[src/rtl/wodr_pkg.sv]
// Shared widths, constants and the CORDIC angle table for the odometry block.
`timescale 1ns / 1ps
`default_nettype none

package wodr_pkg;

  // Field widths
  localparam int PERIOD_W = 16;
  localparam int SPEED_W  = 16;
  localparam int RATE_W   = 21;
  localparam int POS_W    = 32;
  localparam int ANG_W    = 29;
  localparam int TRIG_W   = 16;

  localparam logic [PERIOD_W-1:0] PERIOD_RST = 16'd10000;

  // Parameter defaults
  localparam int CORDIC_ITERS_DEF = 16;
  localparam int OFFSET_W_DEF     = 48;

  // Angle table depth and index width
  localparam int ATAN_DEPTH = 32;
  localparam int ATAN_IDX_W = $clog2(ATAN_DEPTH);

  // Heading sum width and turn constants in microdegrees
  localparam int HSUM_W = ANG_W + 1;
  localparam logic signed [HSUM_W-1:0] QUARTER_TURN = HSUM_W'(90000000);
  localparam logic signed [HSUM_W-1:0] HALF_TURN    = HSUM_W'(180000000);
  localparam logic signed [HSUM_W-1:0] FULL_TURN    = HSUM_W'(360000000);

  // |turn_rate * period| < 2^36; its quotient by 1000 stays below 2^27
  localparam int RATE_PROD_W = 37;
  localparam int HQ_W        = 27;

  // atan(2^-i) in microdegrees, rounded to nearest
  function automatic logic signed [ANG_W-1:0] atan_udeg(input logic [ATAN_IDX_W-1:0] idx);
    logic signed [ANG_W-1:0] v;
    case (idx)
      5'd0:    v = ANG_W'(45000000);
      5'd1:    v = ANG_W'(26565051);
      5'd2:    v = ANG_W'(14036243);
      5'd3:    v = ANG_W'(7125016);
      5'd4:    v = ANG_W'(3576334);
      5'd5:    v = ANG_W'(1789911);
      5'd6:    v = ANG_W'(895174);
      5'd7:    v = ANG_W'(447614);
      5'd8:    v = ANG_W'(223811);
      5'd9:    v = ANG_W'(111906);
      5'd10:   v = ANG_W'(55953);
      5'd11:   v = ANG_W'(27976);
      5'd12:   v = ANG_W'(13988);
      5'd13:   v = ANG_W'(6994);
      5'd14:   v = ANG_W'(3497);
      5'd15:   v = ANG_W'(1749);
      5'd16:   v = ANG_W'(874);
      5'd17:   v = ANG_W'(437);
      5'd18:   v = ANG_W'(219);
      5'd19:   v = ANG_W'(109);
      5'd20:   v = ANG_W'(55);
      5'd21:   v = ANG_W'(27);
      5'd22:   v = ANG_W'(14);
      5'd23:   v = ANG_W'(7);
      5'd24:   v = ANG_W'(3);
      5'd25:   v = ANG_W'(2);
      5'd26:   v = ANG_W'(1);
      default: v = '0;
    endcase
    return v;
  endfunction

endpackage

`default_nettype wire

[src/rtl/wodr_if.sv]
// Valid/ready channel interfaces for the odometry input and result items.
`timescale 1ns / 1ps
`default_nettype none

interface wodr_in_if;
  import wodr_pkg::*;
  logic                      valid;
  logic                      ready;
  logic signed [SPEED_W-1:0] speed_mm_s;
  logic signed [RATE_W-1:0]  turn_rate_mdeg_s;
  logic signed [POS_W-1:0]   fix_x_um;
  logic signed [POS_W-1:0]   fix_y_um;

  modport source (output valid, speed_mm_s, turn_rate_mdeg_s, fix_x_um, fix_y_um,
                  input ready);
  modport sink (input valid, speed_mm_s, turn_rate_mdeg_s, fix_x_um, fix_y_um,
                output ready);
endinterface

interface wodr_out_if;
  import wodr_pkg::*;
  logic                    valid;
  logic                    ready;
  logic signed [POS_W-1:0] pos_x_um;
  logic signed [POS_W-1:0] pos_y_um;
  logic signed [ANG_W-1:0] heading_out_udeg;

  modport source (output valid, pos_x_um, pos_y_um, heading_out_udeg, input ready);
  modport sink (input valid, pos_x_um, pos_y_um, heading_out_udeg, output ready);
endinterface

`default_nettype wire

[src/rtl/wheel_odometry_dead_reckoning.sv]
// Top level of the dead-reckoning odometry block: sequencer, shared multiplier, state.
//
// Usage:
//   in_ch  (valid/ready): one odometry tick carrying speed, turn rate and a position fix.
//   out_ch (valid/ready): one result per tick, fix plus accumulated offset and heading.
//   cfg_wr_en/cfg_wr_data: write the tick period in microseconds; write only while idle.
// Each tick runs through one sequencer that reuses a single 32x17 multiplier, a
// constant divide-by-1000 unit (one 16-bit quotient digit per cycle by reciprocal
// multiplication) and an iterative CORDIC.
// The time from transfer in to result valid is set by the three passes through the
// divider (heading step, x position, y position) and the CORDIC loop. in_ch.ready is
// high only while the sequencer is idle, so a new tick is not taken until the
// sequencer has passed the last tick's result on to the output register.
// A finished result sits in an output register; the next tick is taken while it waits.
// When the receiver stalls, the sequencer holds the next result in its last state
// until the output register is free.
// Reset clears heading and offsets to zero, sets the period to 10000 us and drops
// any pending result.
`timescale 1ns / 1ps
`default_nettype none

module wheel_odometry_dead_reckoning #(
  parameter int CORDIC_ITERATIONS = wodr_pkg::CORDIC_ITERS_DEF,
  parameter int OFFSET_WIDTH      = wodr_pkg::OFFSET_W_DEF
) (
  input  logic                            clk,
  input  logic                            rst_n,
  input  logic                            cfg_wr_en,
  input  logic [wodr_pkg::PERIOD_W-1:0]   cfg_wr_data,
  wodr_in_if.sink                         in_ch,
  wodr_out_if.source                      out_ch
);
  import wodr_pkg::*;

  // Widths that follow from the offset accumulator size
  localparam int DIV_W  = (OFFSET_WIDTH > RATE_PROD_W) ? OFFSET_WIDTH : RATE_PROD_W;
  localparam int MUL_AW = 32;
  localparam int MUL_BW = PERIOD_W + 1;
  localparam int PROD_W = MUL_AW + MUL_BW;
  localparam int D_W    = 33;
  localparam int SUM_W  = ((OFFSET_WIDTH > D_W) ? OFFSET_WIDTH : D_W) + 1;
  localparam int PW     = DIV_W + 3;

  localparam logic signed [SUM_W-1:0] OFF_HI =
    {{(SUM_W - OFFSET_WIDTH + 1){1'b0}}, {(OFFSET_WIDTH - 1){1'b1}}};
  localparam logic signed [SUM_W-1:0] OFF_LO = ~OFF_HI;
  localparam logic signed [PW-1:0] POS_HI = {{(PW - POS_W + 1){1'b0}}, {(POS_W - 1){1'b1}}};
  localparam logic signed [PW-1:0] POS_LO = ~POS_HI;

  // Sequencer states
  localparam logic [3:0] S_IDLE    = 4'd0;
  localparam logic [3:0] S_MUL_D   = 4'd1;
  localparam logic [3:0] S_MUL_R   = 4'd2;
  localparam logic [3:0] S_DIV_H   = 4'd3;
  localparam logic [3:0] S_WAIT_H  = 4'd4;
  localparam logic [3:0] S_CORD_GO = 4'd5;
  localparam logic [3:0] S_WAIT_C  = 4'd6;
  localparam logic [3:0] S_MUL_X   = 4'd7;
  localparam logic [3:0] S_ACC_X   = 4'd8;
  localparam logic [3:0] S_ACC_Y   = 4'd9;
  localparam logic [3:0] S_DIV_X   = 4'd10;
  localparam logic [3:0] S_WAIT_X  = 4'd11;
  localparam logic [3:0] S_WAIT_Y  = 4'd12;
  localparam logic [3:0] S_OUT     = 4'd13;

  logic [3:0] state_r, state_nxt;

  // Configuration and state
  logic [PERIOD_W-1:0]           per_r;
  logic signed [ANG_W-1:0]       heading_r;
  logic signed [OFFSET_WIDTH-1:0] offx_r, offy_r;

  // Captured tick
  logic signed [SPEED_W-1:0] speed_r;
  logic signed [RATE_W-1:0]  rate_r;
  logic signed [POS_W-1:0]   fixx_r, fixy_r;

  // Working registers
  logic signed [MUL_AW-1:0] dist_r;
  logic signed [PROD_W-1:0] prod_r;
  logic                     sign_r;
  logic signed [POS_W-1:0]  posx_r, posy_r;

  // Output register
  logic                     out_valid_r;
  logic signed [POS_W-1:0]  out_x_r, out_y_r;
  logic signed [ANG_W-1:0]  out_h_r;

  // Shared multiplier
  logic signed [MUL_AW-1:0] mul_a;
  logic signed [MUL_BW-1:0] mul_b;
  logic                     mul_en;
  logic signed [PROD_W-1:0] prod_nxt;
  logic signed [PROD_W-1:0] prod_neg;

  // Divider hookup
  logic                    div_start;
  logic [DIV_W-1:0]        div_dividend;
  logic                    div_done;
  logic [DIV_W-1:0]        div_quot;
  logic                    div_rem_nz;
  logic [RATE_PROD_W-1:0]  rate_mag;
  logic [OFFSET_WIDTH-1:0] offx_mag, offy_mag;

  // CORDIC hookup
  logic                     cor_start;
  logic                     cor_done;
  logic signed [TRIG_W-1:0] cor_cos, cor_sin;

  // Heading step
  logic signed [HSUM_W-1:0] dh_mag, dh, h_sum, h_wrap;

  // Offset accumulate
  logic signed [D_W-1:0]          d_step;
  logic signed [OFFSET_WIDTH-1:0] off_sel;
  logic signed [SUM_W-1:0]        off_sum;
  logic signed [OFFSET_WIDTH-1:0] off_sat;

  // Position from quotient
  logic [DIV_W:0]           pq_mag;
  logic signed [DIV_W+1:0]  pq;
  logic signed [POS_W-1:0]  fix_sel;
  logic signed [PW-1:0]     p_sum;
  logic signed [POS_W-1:0]  p_sat;

  logic in_xfer;
  logic out_free;

  assign in_xfer  = in_ch.valid & in_ch.ready;
  assign out_free = !out_valid_r || out_ch.ready;

  // Multiplier operand select: distance, heading step, then the two trig products
  always_comb begin
    mul_en = 1'b1;
    case (state_r)
      S_MUL_D: begin
        mul_a = MUL_AW'(speed_r);
        mul_b = $signed({1'b0, per_r});
      end
      S_MUL_R: begin
        mul_a = MUL_AW'(rate_r);
        mul_b = $signed({1'b0, per_r});
      end
      S_MUL_X: begin
        mul_a = dist_r;
        mul_b = MUL_BW'(cor_cos);
      end
      S_ACC_X: begin
        mul_a = dist_r;
        mul_b = MUL_BW'(cor_sin);
      end
      default: begin
        mul_en = 1'b0;
        mul_a  = dist_r;
        mul_b  = MUL_BW'(cor_cos);
      end
    endcase
  end

  assign prod_nxt = mul_a * mul_b;
  assign prod_neg = -prod_r;

  // Magnitudes handed to the divider; signs are applied afterwards
  assign rate_mag = prod_r[PROD_W-1] ? prod_neg[RATE_PROD_W-1:0] : prod_r[RATE_PROD_W-1:0];
  assign offx_mag = offx_r[OFFSET_WIDTH-1] ? (~offx_r + OFFSET_WIDTH'(1)) : offx_r;
  assign offy_mag = offy_r[OFFSET_WIDTH-1] ? (~offy_r + OFFSET_WIDTH'(1)) : offy_r;

  always_comb begin
    case (state_r)
      S_DIV_H:  div_dividend = DIV_W'(rate_mag);
      S_DIV_X:  div_dividend = DIV_W'(offx_mag);
      S_WAIT_X: div_dividend = DIV_W'(offy_mag);
      default:  div_dividend = DIV_W'(offx_mag);
    endcase
  end

  assign div_start = (state_r == S_DIV_H) || (state_r == S_DIV_X) ||
                     ((state_r == S_WAIT_X) && div_done);
  assign cor_start = (state_r == S_CORD_GO);

  wodr_div1000 #(
    .DIV_W (DIV_W)
  ) u_div (
    .clk      (clk),
    .rst_n    (rst_n),
    .start    (div_start),
    .dividend (div_dividend),
    .done     (div_done),
    .quot     (div_quot),
    .rem_nz   (div_rem_nz)
  );

  wodr_cordic #(
    .ITERATIONS (CORDIC_ITERATIONS)
  ) u_cordic (
    .clk     (clk),
    .rst_n   (rst_n),
    .start   (cor_start),
    .angle   (heading_r),
    .done    (cor_done),
    .cos_q15 (cor_cos),
    .sin_q15 (cor_sin)
  );

  // Heading step truncates toward zero, then fold into [-180, 180) degrees
  always_comb begin
    dh_mag = $signed(HSUM_W'(div_quot[HQ_W-1:0]));
    dh     = sign_r ? -dh_mag : dh_mag;
    h_sum  = HSUM_W'(heading_r) + dh;
    if (h_sum >= HALF_TURN) begin
      h_wrap = h_sum - FULL_TURN;
    end else if (h_sum < -HALF_TURN) begin
      h_wrap = h_sum + FULL_TURN;
    end else begin
      h_wrap = h_sum;
    end
  end

  // Offset accumulate: floor shift of the trig product, saturating add
  always_comb begin
    d_step  = prod_r[D_W+14:15];
    off_sel = (state_r == S_ACC_X) ? offx_r : offy_r;
    off_sum = SUM_W'(off_sel) + SUM_W'(d_step);
    if (off_sum > OFF_HI) begin
      off_sat = OFF_HI[OFFSET_WIDTH-1:0];
    end else if (off_sum < OFF_LO) begin
      off_sat = OFF_LO[OFFSET_WIDTH-1:0];
    end else begin
      off_sat = off_sum[OFFSET_WIDTH-1:0];
    end
  end

  // Position: floor quotient of a negative offset rounds away from zero
  always_comb begin
    pq_mag  = {1'b0, div_quot} + {{DIV_W{1'b0}}, sign_r & div_rem_nz};
    pq      = sign_r ? -$signed({1'b0, pq_mag}) : $signed({1'b0, pq_mag});
    fix_sel = (state_r == S_WAIT_X) ? fixx_r : fixy_r;
    p_sum   = PW'(fix_sel) + PW'(pq);
    if (p_sum > POS_HI) begin
      p_sat = POS_HI[POS_W-1:0];
    end else if (p_sum < POS_LO) begin
      p_sat = POS_LO[POS_W-1:0];
    end else begin
      p_sat = p_sum[POS_W-1:0];
    end
  end

  // Sequencer
  always_comb begin
    state_nxt = state_r;
    case (state_r)
      S_IDLE:    if (in_xfer) state_nxt = S_MUL_D;
      S_MUL_D:   state_nxt = S_MUL_R;
      S_MUL_R:   state_nxt = S_DIV_H;
      S_DIV_H:   state_nxt = S_WAIT_H;
      S_WAIT_H:  if (div_done) state_nxt = S_CORD_GO;
      S_CORD_GO: state_nxt = S_WAIT_C;
      S_WAIT_C:  if (cor_done) state_nxt = S_MUL_X;
      S_MUL_X:   state_nxt = S_ACC_X;
      S_ACC_X:   state_nxt = S_ACC_Y;
      S_ACC_Y:   state_nxt = S_DIV_X;
      S_DIV_X:   state_nxt = S_WAIT_X;
      S_WAIT_X:  if (div_done) state_nxt = S_WAIT_Y;
      S_WAIT_Y:  if (div_done) state_nxt = S_OUT;
      S_OUT:     if (out_free) state_nxt = S_IDLE;
      default:   state_nxt = S_IDLE;
    endcase
  end

  // Control and architectural state
  always_ff @(posedge clk) begin
    if (!rst_n) begin
      state_r     <= S_IDLE;
      per_r       <= PERIOD_RST;
      heading_r   <= '0;
      offx_r      <= '0;
      offy_r      <= '0;
      out_valid_r <= 1'b0;
    end else begin
      state_r <= state_nxt;
      if (cfg_wr_en) begin
        per_r <= cfg_wr_data;
      end
      if ((state_r == S_WAIT_H) && div_done) begin
        heading_r <= h_wrap[ANG_W-1:0];
      end
      if (state_r == S_ACC_X) begin
        offx_r <= off_sat;
      end
      if (state_r == S_ACC_Y) begin
        offy_r <= off_sat;
      end
      // Drop the result once taken; load the next one when the register is free
      if ((state_r == S_OUT) && out_free) begin
        out_valid_r <= 1'b1;
      end else if (out_ch.ready) begin
        out_valid_r <= 1'b0;
      end
    end
  end

  // Payload registers
  always_ff @(posedge clk) begin
    if (in_xfer) begin
      speed_r <= in_ch.speed_mm_s;
      rate_r  <= in_ch.turn_rate_mdeg_s;
      fixx_r  <= in_ch.fix_x_um;
      fixy_r  <= in_ch.fix_y_um;
    end
    if (mul_en) begin
      prod_r <= prod_nxt;
    end
    if (state_r == S_MUL_R) begin
      dist_r <= prod_r[MUL_AW-1:0];
    end
    case (state_r)
      S_DIV_H:  sign_r <= prod_r[PROD_W-1];
      S_DIV_X:  sign_r <= offx_r[OFFSET_WIDTH-1];
      S_WAIT_X: if (div_done) sign_r <= offy_r[OFFSET_WIDTH-1];
      default:  sign_r <= sign_r;
    endcase
    if ((state_r == S_WAIT_X) && div_done) begin
      posx_r <= p_sat;
    end
    if ((state_r == S_WAIT_Y) && div_done) begin
      posy_r <= p_sat;
    end
    if ((state_r == S_OUT) && out_free) begin
      out_x_r <= posx_r;
      out_y_r <= posy_r;
      out_h_r <= heading_r;
    end
  end

  assign in_ch.ready             = (state_r == S_IDLE);
  assign out_ch.valid            = out_valid_r;
  assign out_ch.pos_x_um         = out_x_r;
  assign out_ch.pos_y_um         = out_y_r;
  assign out_ch.heading_out_udeg = out_h_r;

endmodule

`default_nettype wire

[src/rtl/wodr_div1000.sv]
// Divider by the constant 1000, one 16-bit quotient digit per cycle by reciprocal multiplication.
`timescale 1ns / 1ps
`default_nettype none

module wodr_div1000 #(
  parameter int DIV_W = 48
) (
  input  logic             clk,
  input  logic             rst_n,
  input  logic             start,
  input  logic [DIV_W-1:0] dividend,
  output logic             done,
  output logic [DIV_W-1:0] quot,
  output logic             rem_nz
);
  localparam int DIGIT  = 16;
  localparam int STEPS  = (DIV_W + DIGIT - 1) / DIGIT;
  localparam int PAD    = STEPS * DIGIT;
  localparam int CNT_W  = $clog2(STEPS + 1);
  localparam int REM_W  = 10;
  localparam int PART_W = REM_W + DIGIT;
  // ceil(2^36 / 1000): exact quotient for every partial below 1000 * 2^16
  localparam int RCP_SH = 36;
  localparam int RCP_W  = 27;
  localparam int PRD_W  = PART_W + RCP_W;
  localparam logic [RCP_W-1:0] RCP = 27'd68719477;
  localparam logic [CNT_W-1:0] CNT_LAST = CNT_W'(STEPS - 1);

  logic [PAD-1:0]    num_r, num_nxt;
  logic [REM_W-1:0]  rem_r, rem_nxt;
  logic [CNT_W-1:0]  cnt_r;
  logic              busy_r;
  logic              done_r;
  logic [PART_W-1:0] part;
  logic [PRD_W-1:0]  part_prd;
  logic [DIGIT-1:0]  q_dig;
  logic [PART_W-1:0] q_x1000;
  logic [PART_W-1:0] part_rem;

  // Bring the next digit down under the remainder and divide the partial
  assign part     = {rem_r, num_r[PAD-1 -: DIGIT]};
  assign part_prd = {{RCP_W{1'b0}}, part} * {{PART_W{1'b0}}, RCP};
  assign q_dig    = part_prd[RCP_SH +: DIGIT];
  // q * 1000 = q * 1024 - q * 16 - q * 8
  assign q_x1000  = {q_dig, 10'b0}
                  - {{(PART_W - DIGIT - 4){1'b0}}, q_dig, 4'b0}
                  - {{(PART_W - DIGIT - 3){1'b0}}, q_dig, 3'b0};
  assign part_rem = part - q_x1000;
  assign num_nxt  = {num_r[PAD-DIGIT-1:0], q_dig};
  assign rem_nxt  = part_rem[REM_W-1:0];

  always_ff @(posedge clk) begin
    if (!rst_n) begin
      busy_r <= 1'b0;
      done_r <= 1'b0;
      cnt_r  <= '0;
    end else begin
      done_r <= 1'b0;
      if (start) begin
        busy_r <= 1'b1;
        cnt_r  <= '0;
      end else if (busy_r) begin
        cnt_r <= cnt_r + CNT_W'(1);
        if (cnt_r == CNT_LAST) begin
          busy_r <= 1'b0;
          done_r <= 1'b1;
        end
      end
    end
  end

  always_ff @(posedge clk) begin
    if (start) begin
      num_r <= PAD'(dividend);
      rem_r <= '0;
    end else if (busy_r) begin
      num_r <= num_nxt;
      rem_r <= rem_nxt;
    end
  end

  assign done   = done_r;
  assign quot   = num_r[DIV_W-1:0];
  assign rem_nz = (rem_r != '0);

endmodule

`default_nettype wire

[src/rtl/wodr_cordic.sv]
// Iterative rotation-mode CORDIC giving cos and sin of a heading in Q1.15.
`timescale 1ns / 1ps
`default_nettype none

module wodr_cordic #(
  parameter int ITERATIONS = 16
) (
  input  logic                              clk,
  input  logic                              rst_n,
  input  logic                              start,
  input  logic signed [wodr_pkg::ANG_W-1:0] angle,
  output logic                              done,
  output logic signed [wodr_pkg::TRIG_W-1:0] cos_q15,
  output logic signed [wodr_pkg::TRIG_W-1:0] sin_q15
);
  import wodr_pkg::*;

  localparam int XY_W = 34;
  localparam logic signed [XY_W-1:0] GAIN_Q30  = 34'sh026DD3B6A;
  localparam logic signed [XY_W-1:0] ROUND_Q15 = XY_W'(1 << 14);
  localparam logic signed [XY_W-1:0] TRIG_HI   = XY_W'((1 << (TRIG_W - 1)) - 1);
  localparam logic signed [XY_W-1:0] TRIG_LO   = -TRIG_HI - XY_W'(1);
  localparam logic [ATAN_IDX_W-1:0]  IT_LAST   = ATAN_IDX_W'(ITERATIONS - 1);

  logic signed [XY_W-1:0]   x_r, y_r;
  logic signed [ANG_W-1:0]  z_r;
  logic [ATAN_IDX_W-1:0]    it_r;
  logic                     neg_r;
  logic                     busy_r;
  logic                     fin_r;
  logic                     done_r;
  logic signed [TRIG_W-1:0] cos_r, sin_r;

  logic signed [HSUM_W-1:0] ang_ext;
  logic signed [HSUM_W-1:0] z_init;
  logic                     neg_init;
  logic signed [XY_W-1:0]   dx, dy;
  logic signed [ANG_W-1:0]  at;

  function automatic logic signed [TRIG_W-1:0] to_q15(input logic signed [XY_W-1:0] v);
    logic signed [XY_W-1:0] t;
    logic signed [XY_W-1:0] s;
    t = (v + ROUND_Q15) >>> 15;
    if (t > TRIG_HI) begin
      s = TRIG_HI;
    end else if (t < TRIG_LO) begin
      s = TRIG_LO;
    end else begin
      s = t;
    end
    return s[TRIG_W-1:0];
  endfunction

  // Fold headings at or above a quarter turn, or below minus a quarter turn, back by a half turn
  always_comb begin
    ang_ext = HSUM_W'(angle);
    if (ang_ext >= QUARTER_TURN) begin
      z_init   = ang_ext - HALF_TURN;
      neg_init = 1'b1;
    end else if (ang_ext < -QUARTER_TURN) begin
      z_init   = ang_ext + HALF_TURN;
      neg_init = 1'b1;
    end else begin
      z_init   = ang_ext;
      neg_init = 1'b0;
    end
  end

  assign dx = y_r >>> it_r;
  assign dy = x_r >>> it_r;
  assign at = atan_udeg(it_r);

  always_ff @(posedge clk) begin
    if (!rst_n) begin
      busy_r <= 1'b0;
      fin_r  <= 1'b0;
      done_r <= 1'b0;
      it_r   <= '0;
    end else begin
      done_r <= 1'b0;
      fin_r  <= 1'b0;
      if (start) begin
        busy_r <= 1'b1;
        it_r   <= '0;
      end else if (busy_r) begin
        it_r <= it_r + ATAN_IDX_W'(1);
        if (it_r == IT_LAST) begin
          busy_r <= 1'b0;
          fin_r  <= 1'b1;
        end
      end
      if (fin_r) begin
        done_r <= 1'b1;
      end
    end
  end

  always_ff @(posedge clk) begin
    if (start) begin
      x_r   <= GAIN_Q30;
      y_r   <= '0;
      z_r   <= z_init[ANG_W-1:0];
      neg_r <= neg_init;
    end else if (busy_r) begin
      if (z_r >= 0) begin
        x_r <= x_r - dx;
        y_r <= y_r + dy;
        z_r <= z_r - at;
      end else begin
        x_r <= x_r + dx;
        y_r <= y_r - dy;
        z_r <= z_r + at;
      end
    end
    if (fin_r) begin
      cos_r <= to_q15(neg_r ? -x_r : x_r);
      sin_r <= to_q15(neg_r ? -y_r : y_r);
    end
  end

  assign done    = done_r;
  assign cos_q15 = cos_r;
  assign sin_q15 = sin_r;

endmodule

`default_nettype wire

[src/flat_wrapper.sv]
// flat-port wrapper written by rule: the top's interface ports become plain ports
module wheel_odometry_dead_reckoning_flat import wodr_pkg::*;
#(
  parameter int CORDIC_ITERATIONS = wodr_pkg::CORDIC_ITERS_DEF,
  parameter int OFFSET_WIDTH      = wodr_pkg::OFFSET_W_DEF
)
  (clk, rst_n, cfg_wr_en, cfg_wr_data, in_ch_valid, in_ch_speed_mm_s, in_ch_turn_rate_mdeg_s, in_ch_fix_x_um, in_ch_fix_y_um, in_ch_ready, out_ch_valid, out_ch_pos_x_um, out_ch_pos_y_um, out_ch_heading_out_udeg, out_ch_ready);
  wodr_in_if in_ch_i ();
  wodr_out_if out_ch_i ();
  input  logic clk;
  input  logic rst_n;
  input  logic cfg_wr_en;
  input  logic [wodr_pkg::PERIOD_W-1:0] cfg_wr_data;
  input wire logic [$bits(in_ch_i.valid)-1:0] in_ch_valid;
  input wire logic [$bits(in_ch_i.speed_mm_s)-1:0] in_ch_speed_mm_s;
  input wire logic [$bits(in_ch_i.turn_rate_mdeg_s)-1:0] in_ch_turn_rate_mdeg_s;
  input wire logic [$bits(in_ch_i.fix_x_um)-1:0] in_ch_fix_x_um;
  input wire logic [$bits(in_ch_i.fix_y_um)-1:0] in_ch_fix_y_um;
  output wire logic [$bits(in_ch_i.ready)-1:0] in_ch_ready;
  output wire logic [$bits(out_ch_i.valid)-1:0] out_ch_valid;
  output wire logic [$bits(out_ch_i.pos_x_um)-1:0] out_ch_pos_x_um;
  output wire logic [$bits(out_ch_i.pos_y_um)-1:0] out_ch_pos_y_um;
  output wire logic [$bits(out_ch_i.heading_out_udeg)-1:0] out_ch_heading_out_udeg;
  input wire logic [$bits(out_ch_i.ready)-1:0] out_ch_ready;
  assign in_ch_i.valid = in_ch_valid;
  assign in_ch_i.speed_mm_s = in_ch_speed_mm_s;
  assign in_ch_i.turn_rate_mdeg_s = in_ch_turn_rate_mdeg_s;
  assign in_ch_i.fix_x_um = in_ch_fix_x_um;
  assign in_ch_i.fix_y_um = in_ch_fix_y_um;
  assign in_ch_ready = in_ch_i.ready;
  assign out_ch_valid = out_ch_i.valid;
  assign out_ch_pos_x_um = out_ch_i.pos_x_um;
  assign out_ch_pos_y_um = out_ch_i.pos_y_um;
  assign out_ch_heading_out_udeg = out_ch_i.heading_out_udeg;
  assign out_ch_i.ready = out_ch_ready;
  wheel_odometry_dead_reckoning #(.CORDIC_ITERATIONS(CORDIC_ITERATIONS), .OFFSET_WIDTH(OFFSET_WIDTH)) u_core (.clk(clk), .rst_n(rst_n), .cfg_wr_en(cfg_wr_en), .cfg_wr_data(cfg_wr_data), .in_ch(in_ch_i), .out_ch(out_ch_i));
endmodule
[config.mk]
export PLATFORM = sky130hd
export DESIGN_NAME = wheel_odometry_dead_reckoning_flat
export DESIGN_NICKNAME = d
export VERILOG_FILES = /design/src/rtl/wodr_pkg.sv /design/src/rtl/wodr_if.sv /design/src/rtl/wheel_odometry_dead_reckoning.sv /design/src/rtl/wodr_div1000.sv /design/src/rtl/wodr_cordic.sv /design/src/flat_wrapper.sv
export SDC_FILE = /design/constraint.sdc
export NUM_CORES = 2
export LEC_CHECK = 0
export BUFFER_PORTS_ARGS = -buffer_cell sky130_fd_sc_hd__buf_2
export CAP_MARGIN = 30
export CELL_PAD_IN_SITES_DETAIL_PLACEMENT = 1
export CELL_PAD_IN_SITES_GLOBAL_PLACEMENT = 1
export CORE_AREA = 2 2 423 425
export CTS_CLUSTER_SIZE = 28
export DETAILED_ROUTE_END_ITERATION = 16
export DIE_AREA = 0 0 425 427
export GPL_TIMING_DRIVEN = 0
export PLACE_DENSITY_LB_ADDON = 0.12
export SETUP_SLACK_MARGIN = 0.05
export SYNTH_ARGS = -nofsm -noshare
export SYNTH_HDL_FRONTEND = slang
export SYNTH_SLANG_ARGS = --single-unit
[constraint.sdc]
create_clock -name clk -period 10.7 [get_ports clk]
set_input_delay 0 -clock clk [delete_from_list [all_inputs] [get_ports clk]]
set_output_delay 0 -clock clk [all_outputs]
set_load 0.1 [all_outputs]
==> reports/metrics.cfg <==
[floorplanning]
io_pins = 217
die-area_sq_um = 181000
die_height_um = 427
coreArea_sq_um = 177000
std_cell_rows = 155
die_w_um = 425
start_util_pct = 45.7

[sta]
max_freq_ghz = 0.0962
worst_pin_slew_ns = 1.28
period_needed_ns = 10.40
slew_headroom_pct = 14.9
fin_worst_skew_ns = 0.0695
rsz0062_at_grt = yes
final-hold-violation-count = 0
fin_crit_sh_pct = 97.2
hold_ws_ns = 0.0686
finalMaxSlewViolations = 0
setup_viol = 0
worst_slack_ns = 0.303
finalSetupTns_ns = 0

[placement]
io_buffers = 215
place_ws_ns = -1.38
hpwl_um = 259000
dp_cells = 11627
place.gp.congestion = 1.01

[setup_path]
r2r_setup_slack_ns = 0.30
startpoint_type = register
critical-path-top-delay-family = adder cells
cpPeakStageDelay_ns = 0.78
cp_common_cell = fa_1
critPathRequiredTime_ns = 11.15
critical_path_class = register to register
crit_buf_inv = 8
crit_slowest_cell = clkbuf_1
critPathMaxFanout = 11
cp.arrival_ns = 10.85
crit_path_end_kind = register

[yosys]
synth_ff_type = edfxtp_1
yosysWarnings = 0
synth_fp_nets = 10499
synthTopCellsByArea = fa_1 18%, edfxtp_1 17%, ha_1 10%, dfxtp_1 6.5%, xnor2_1 4.8%
syn-mean-instance-area_sq_um = 9.01
synth_area_sq_um = 80900
yosysTopAreaCell = fa_1
yosysUniqueCellTypes = 94
synthCells = 8988
synth_enable_flop_cells = 450
yosysSeqAreaShare_pct = 23.2
synth_seq_cells = 712
synthArstFlopShare_pct = 0
synth_top_area_share_pct = 18.4

[cts]
cts_tree = built
htreeDepth = 3
cts.sinks = 712
clk_latency_ns = 0.76
clk_path_buf_depth = 3
path_clk_slew_ns = 0.07
cts_made_buffers = 89
cts_root_buffer = clkbuf_16

[route]
wl_per_cell_um = 27.0
drt-initial-drc-count = 5634
drtAntennaViolNets = 0
vias_per_cell = 6.01
drcViolationCount = 0
dr.pass1.iters = 8
drt-total-wl_um = 325000
num_vias = 72187

[finish]
drive_gt1_share_pct = 7.86
nets = 11095
final_common_cell = inv_1
area_growth_pct = 12.8
final_cell_mix = 1,006 x inv_1, 992 x nand2_1, 745 x fa_1, 732 x nor2_1, 644 x ha_1
fillerInstances = 20586
instances_no_fill = 12016

[global_routing]
overflow = 0
track_usage_pct = 35.5
grt_max_degree = 65
antenna_found_initial = 12
grt_pass1_vias = 76848
grt_pass1_wl_um = 486000

[run]
maxCapViolCount = 0

[hold_path]
min_path_type = input port to register

[outcome]
status = finished clean

-- synth_stat cells (all sizes together) (31+ instances only) --
master / count
nor4: 49
o31ai: 84
fa: 745
nor3: 137
nand2b: 97
and3: 48
o22ai: 57
xnor2: 445
o21a: 71
nor2b: 51
or3: 99
a21oi: 455
o21bai: 46
nand4: 63
inv: 1010
ha: 644
xor2: 229
a21o: 199
mux2: 73
buf: 67
o211ai: 31
or2: 41
or4: 37
and2: 45
dfxtp: 262
clkbuf: 368
mux4: 92
mux2i: 90
nand2: 992
a211oi: 47
nor2: 735
edfxtp: 450
o41ai: 35
o21ai: 565
nand3: 133
a31oi: 40
-- logic make-up after synthesis --
family / Yosys count / share of synthesized area [%]
adder cells (fa/ha/maj): 1390 / 28.4
buffers and inverters: 1449 / 6.81
AO/OA/AOI/OAI: 1941 / 15.4
XOR/XNOR: 674 / 7.29
multiplexers: 255 / 4.69
AND/OR/NAND/NOR: 2567 / 14.3
flip-flops: 712 / 23.2
-- what timing repair did --
action / in CTS / in global routing
cloned: 0 / 0
endpoints found under the setup margin: 87 / 71
endpoints found under the hold margin: 172 / 0
resized for setup: 23 / 48
hold buffers: 224 / 0
setup buffers: 0 / 0
-- area by class of cell --
| type | count | area, sq um | share of cell area [%] |
|---|---|---|---|
| Antenna cell | 5 | 12.5 | 0.0137 |
| Buffer | 427 | 1720 | 1.88 |
| Multi-Input combinational cell | 6827 | 56800 | 62.2 |
| Clock buffer | 113 | 2430 | 2.66 |
| Clock inverter | 50 | 616 | 0.674 |
| Inverter | 1014 | 3810 | 4.17 |
| Tap cell | 2355 | 2950 | 3.23 |
| Timing Repair Buffer | 513 | 4180 | 4.57 |
| Sequential cell | 712 | 18800 | 20.6 |
-- routing by layer --
layer	part of all wire, %	track usage [%]	wire length [um]	up-vias
met5	0.0071	0	23	-
li1	-	-	-	32099
met1	40	44.2	130000	36743
met2	47	59.5	153000	2586
met3	6.6	5.35	21500	755
met4	6.2	19.1	20000	4
-- sequential cells by signal, summed over array words and instances (netlist names), 32 cells and up --
register / cells
u_core.prod_r: 49
u_core.posx_r: 32
u_core.u_div.quot: 48
u_core.offy_r: 48
u_core.offx_r: 48
u_core.out_ch.pos_x_um: 32
u_core.u_cordic.x_r: 34
u_core.dist_r: 32
u_core.u_cordic.y_r: 34
u_core.fixy_r: 32
u_core.fixx_r: 32
u_core.out_ch.pos_y_um: 32
u_core.posy_r: 32
-- final timing paths --
path,depth (start not counted),end,start
worst min-delay path,2,u_core.fixx_r[0],in_ch_fix_x_um[0]
worst min register to register,0,u_core.out_ch.pos_x_um[27],u_core.posx_r[27]
worst max-delay path,32,u_core.prod_r[48],u_core.state_r[2]
worst max register to register,32,u_core.prod_r[48],u_core.state_r[2]
-- metrics by stage --
| step | instance area [sq um] | util, % |
|---|---|---|
| floorplan | 80900 | - |
| global placement | 85000 | 47.9 |
| detailed placement | 85900 | 48.4 |
| CTS | 91200 | 51.4 |
| global route | 91300 | 51.5 |
| finish | 91300 | 51.5 |
Power is not shown: default switching activity piles up to over one toggle a cycle in this logic, so the estimate is an artifact.
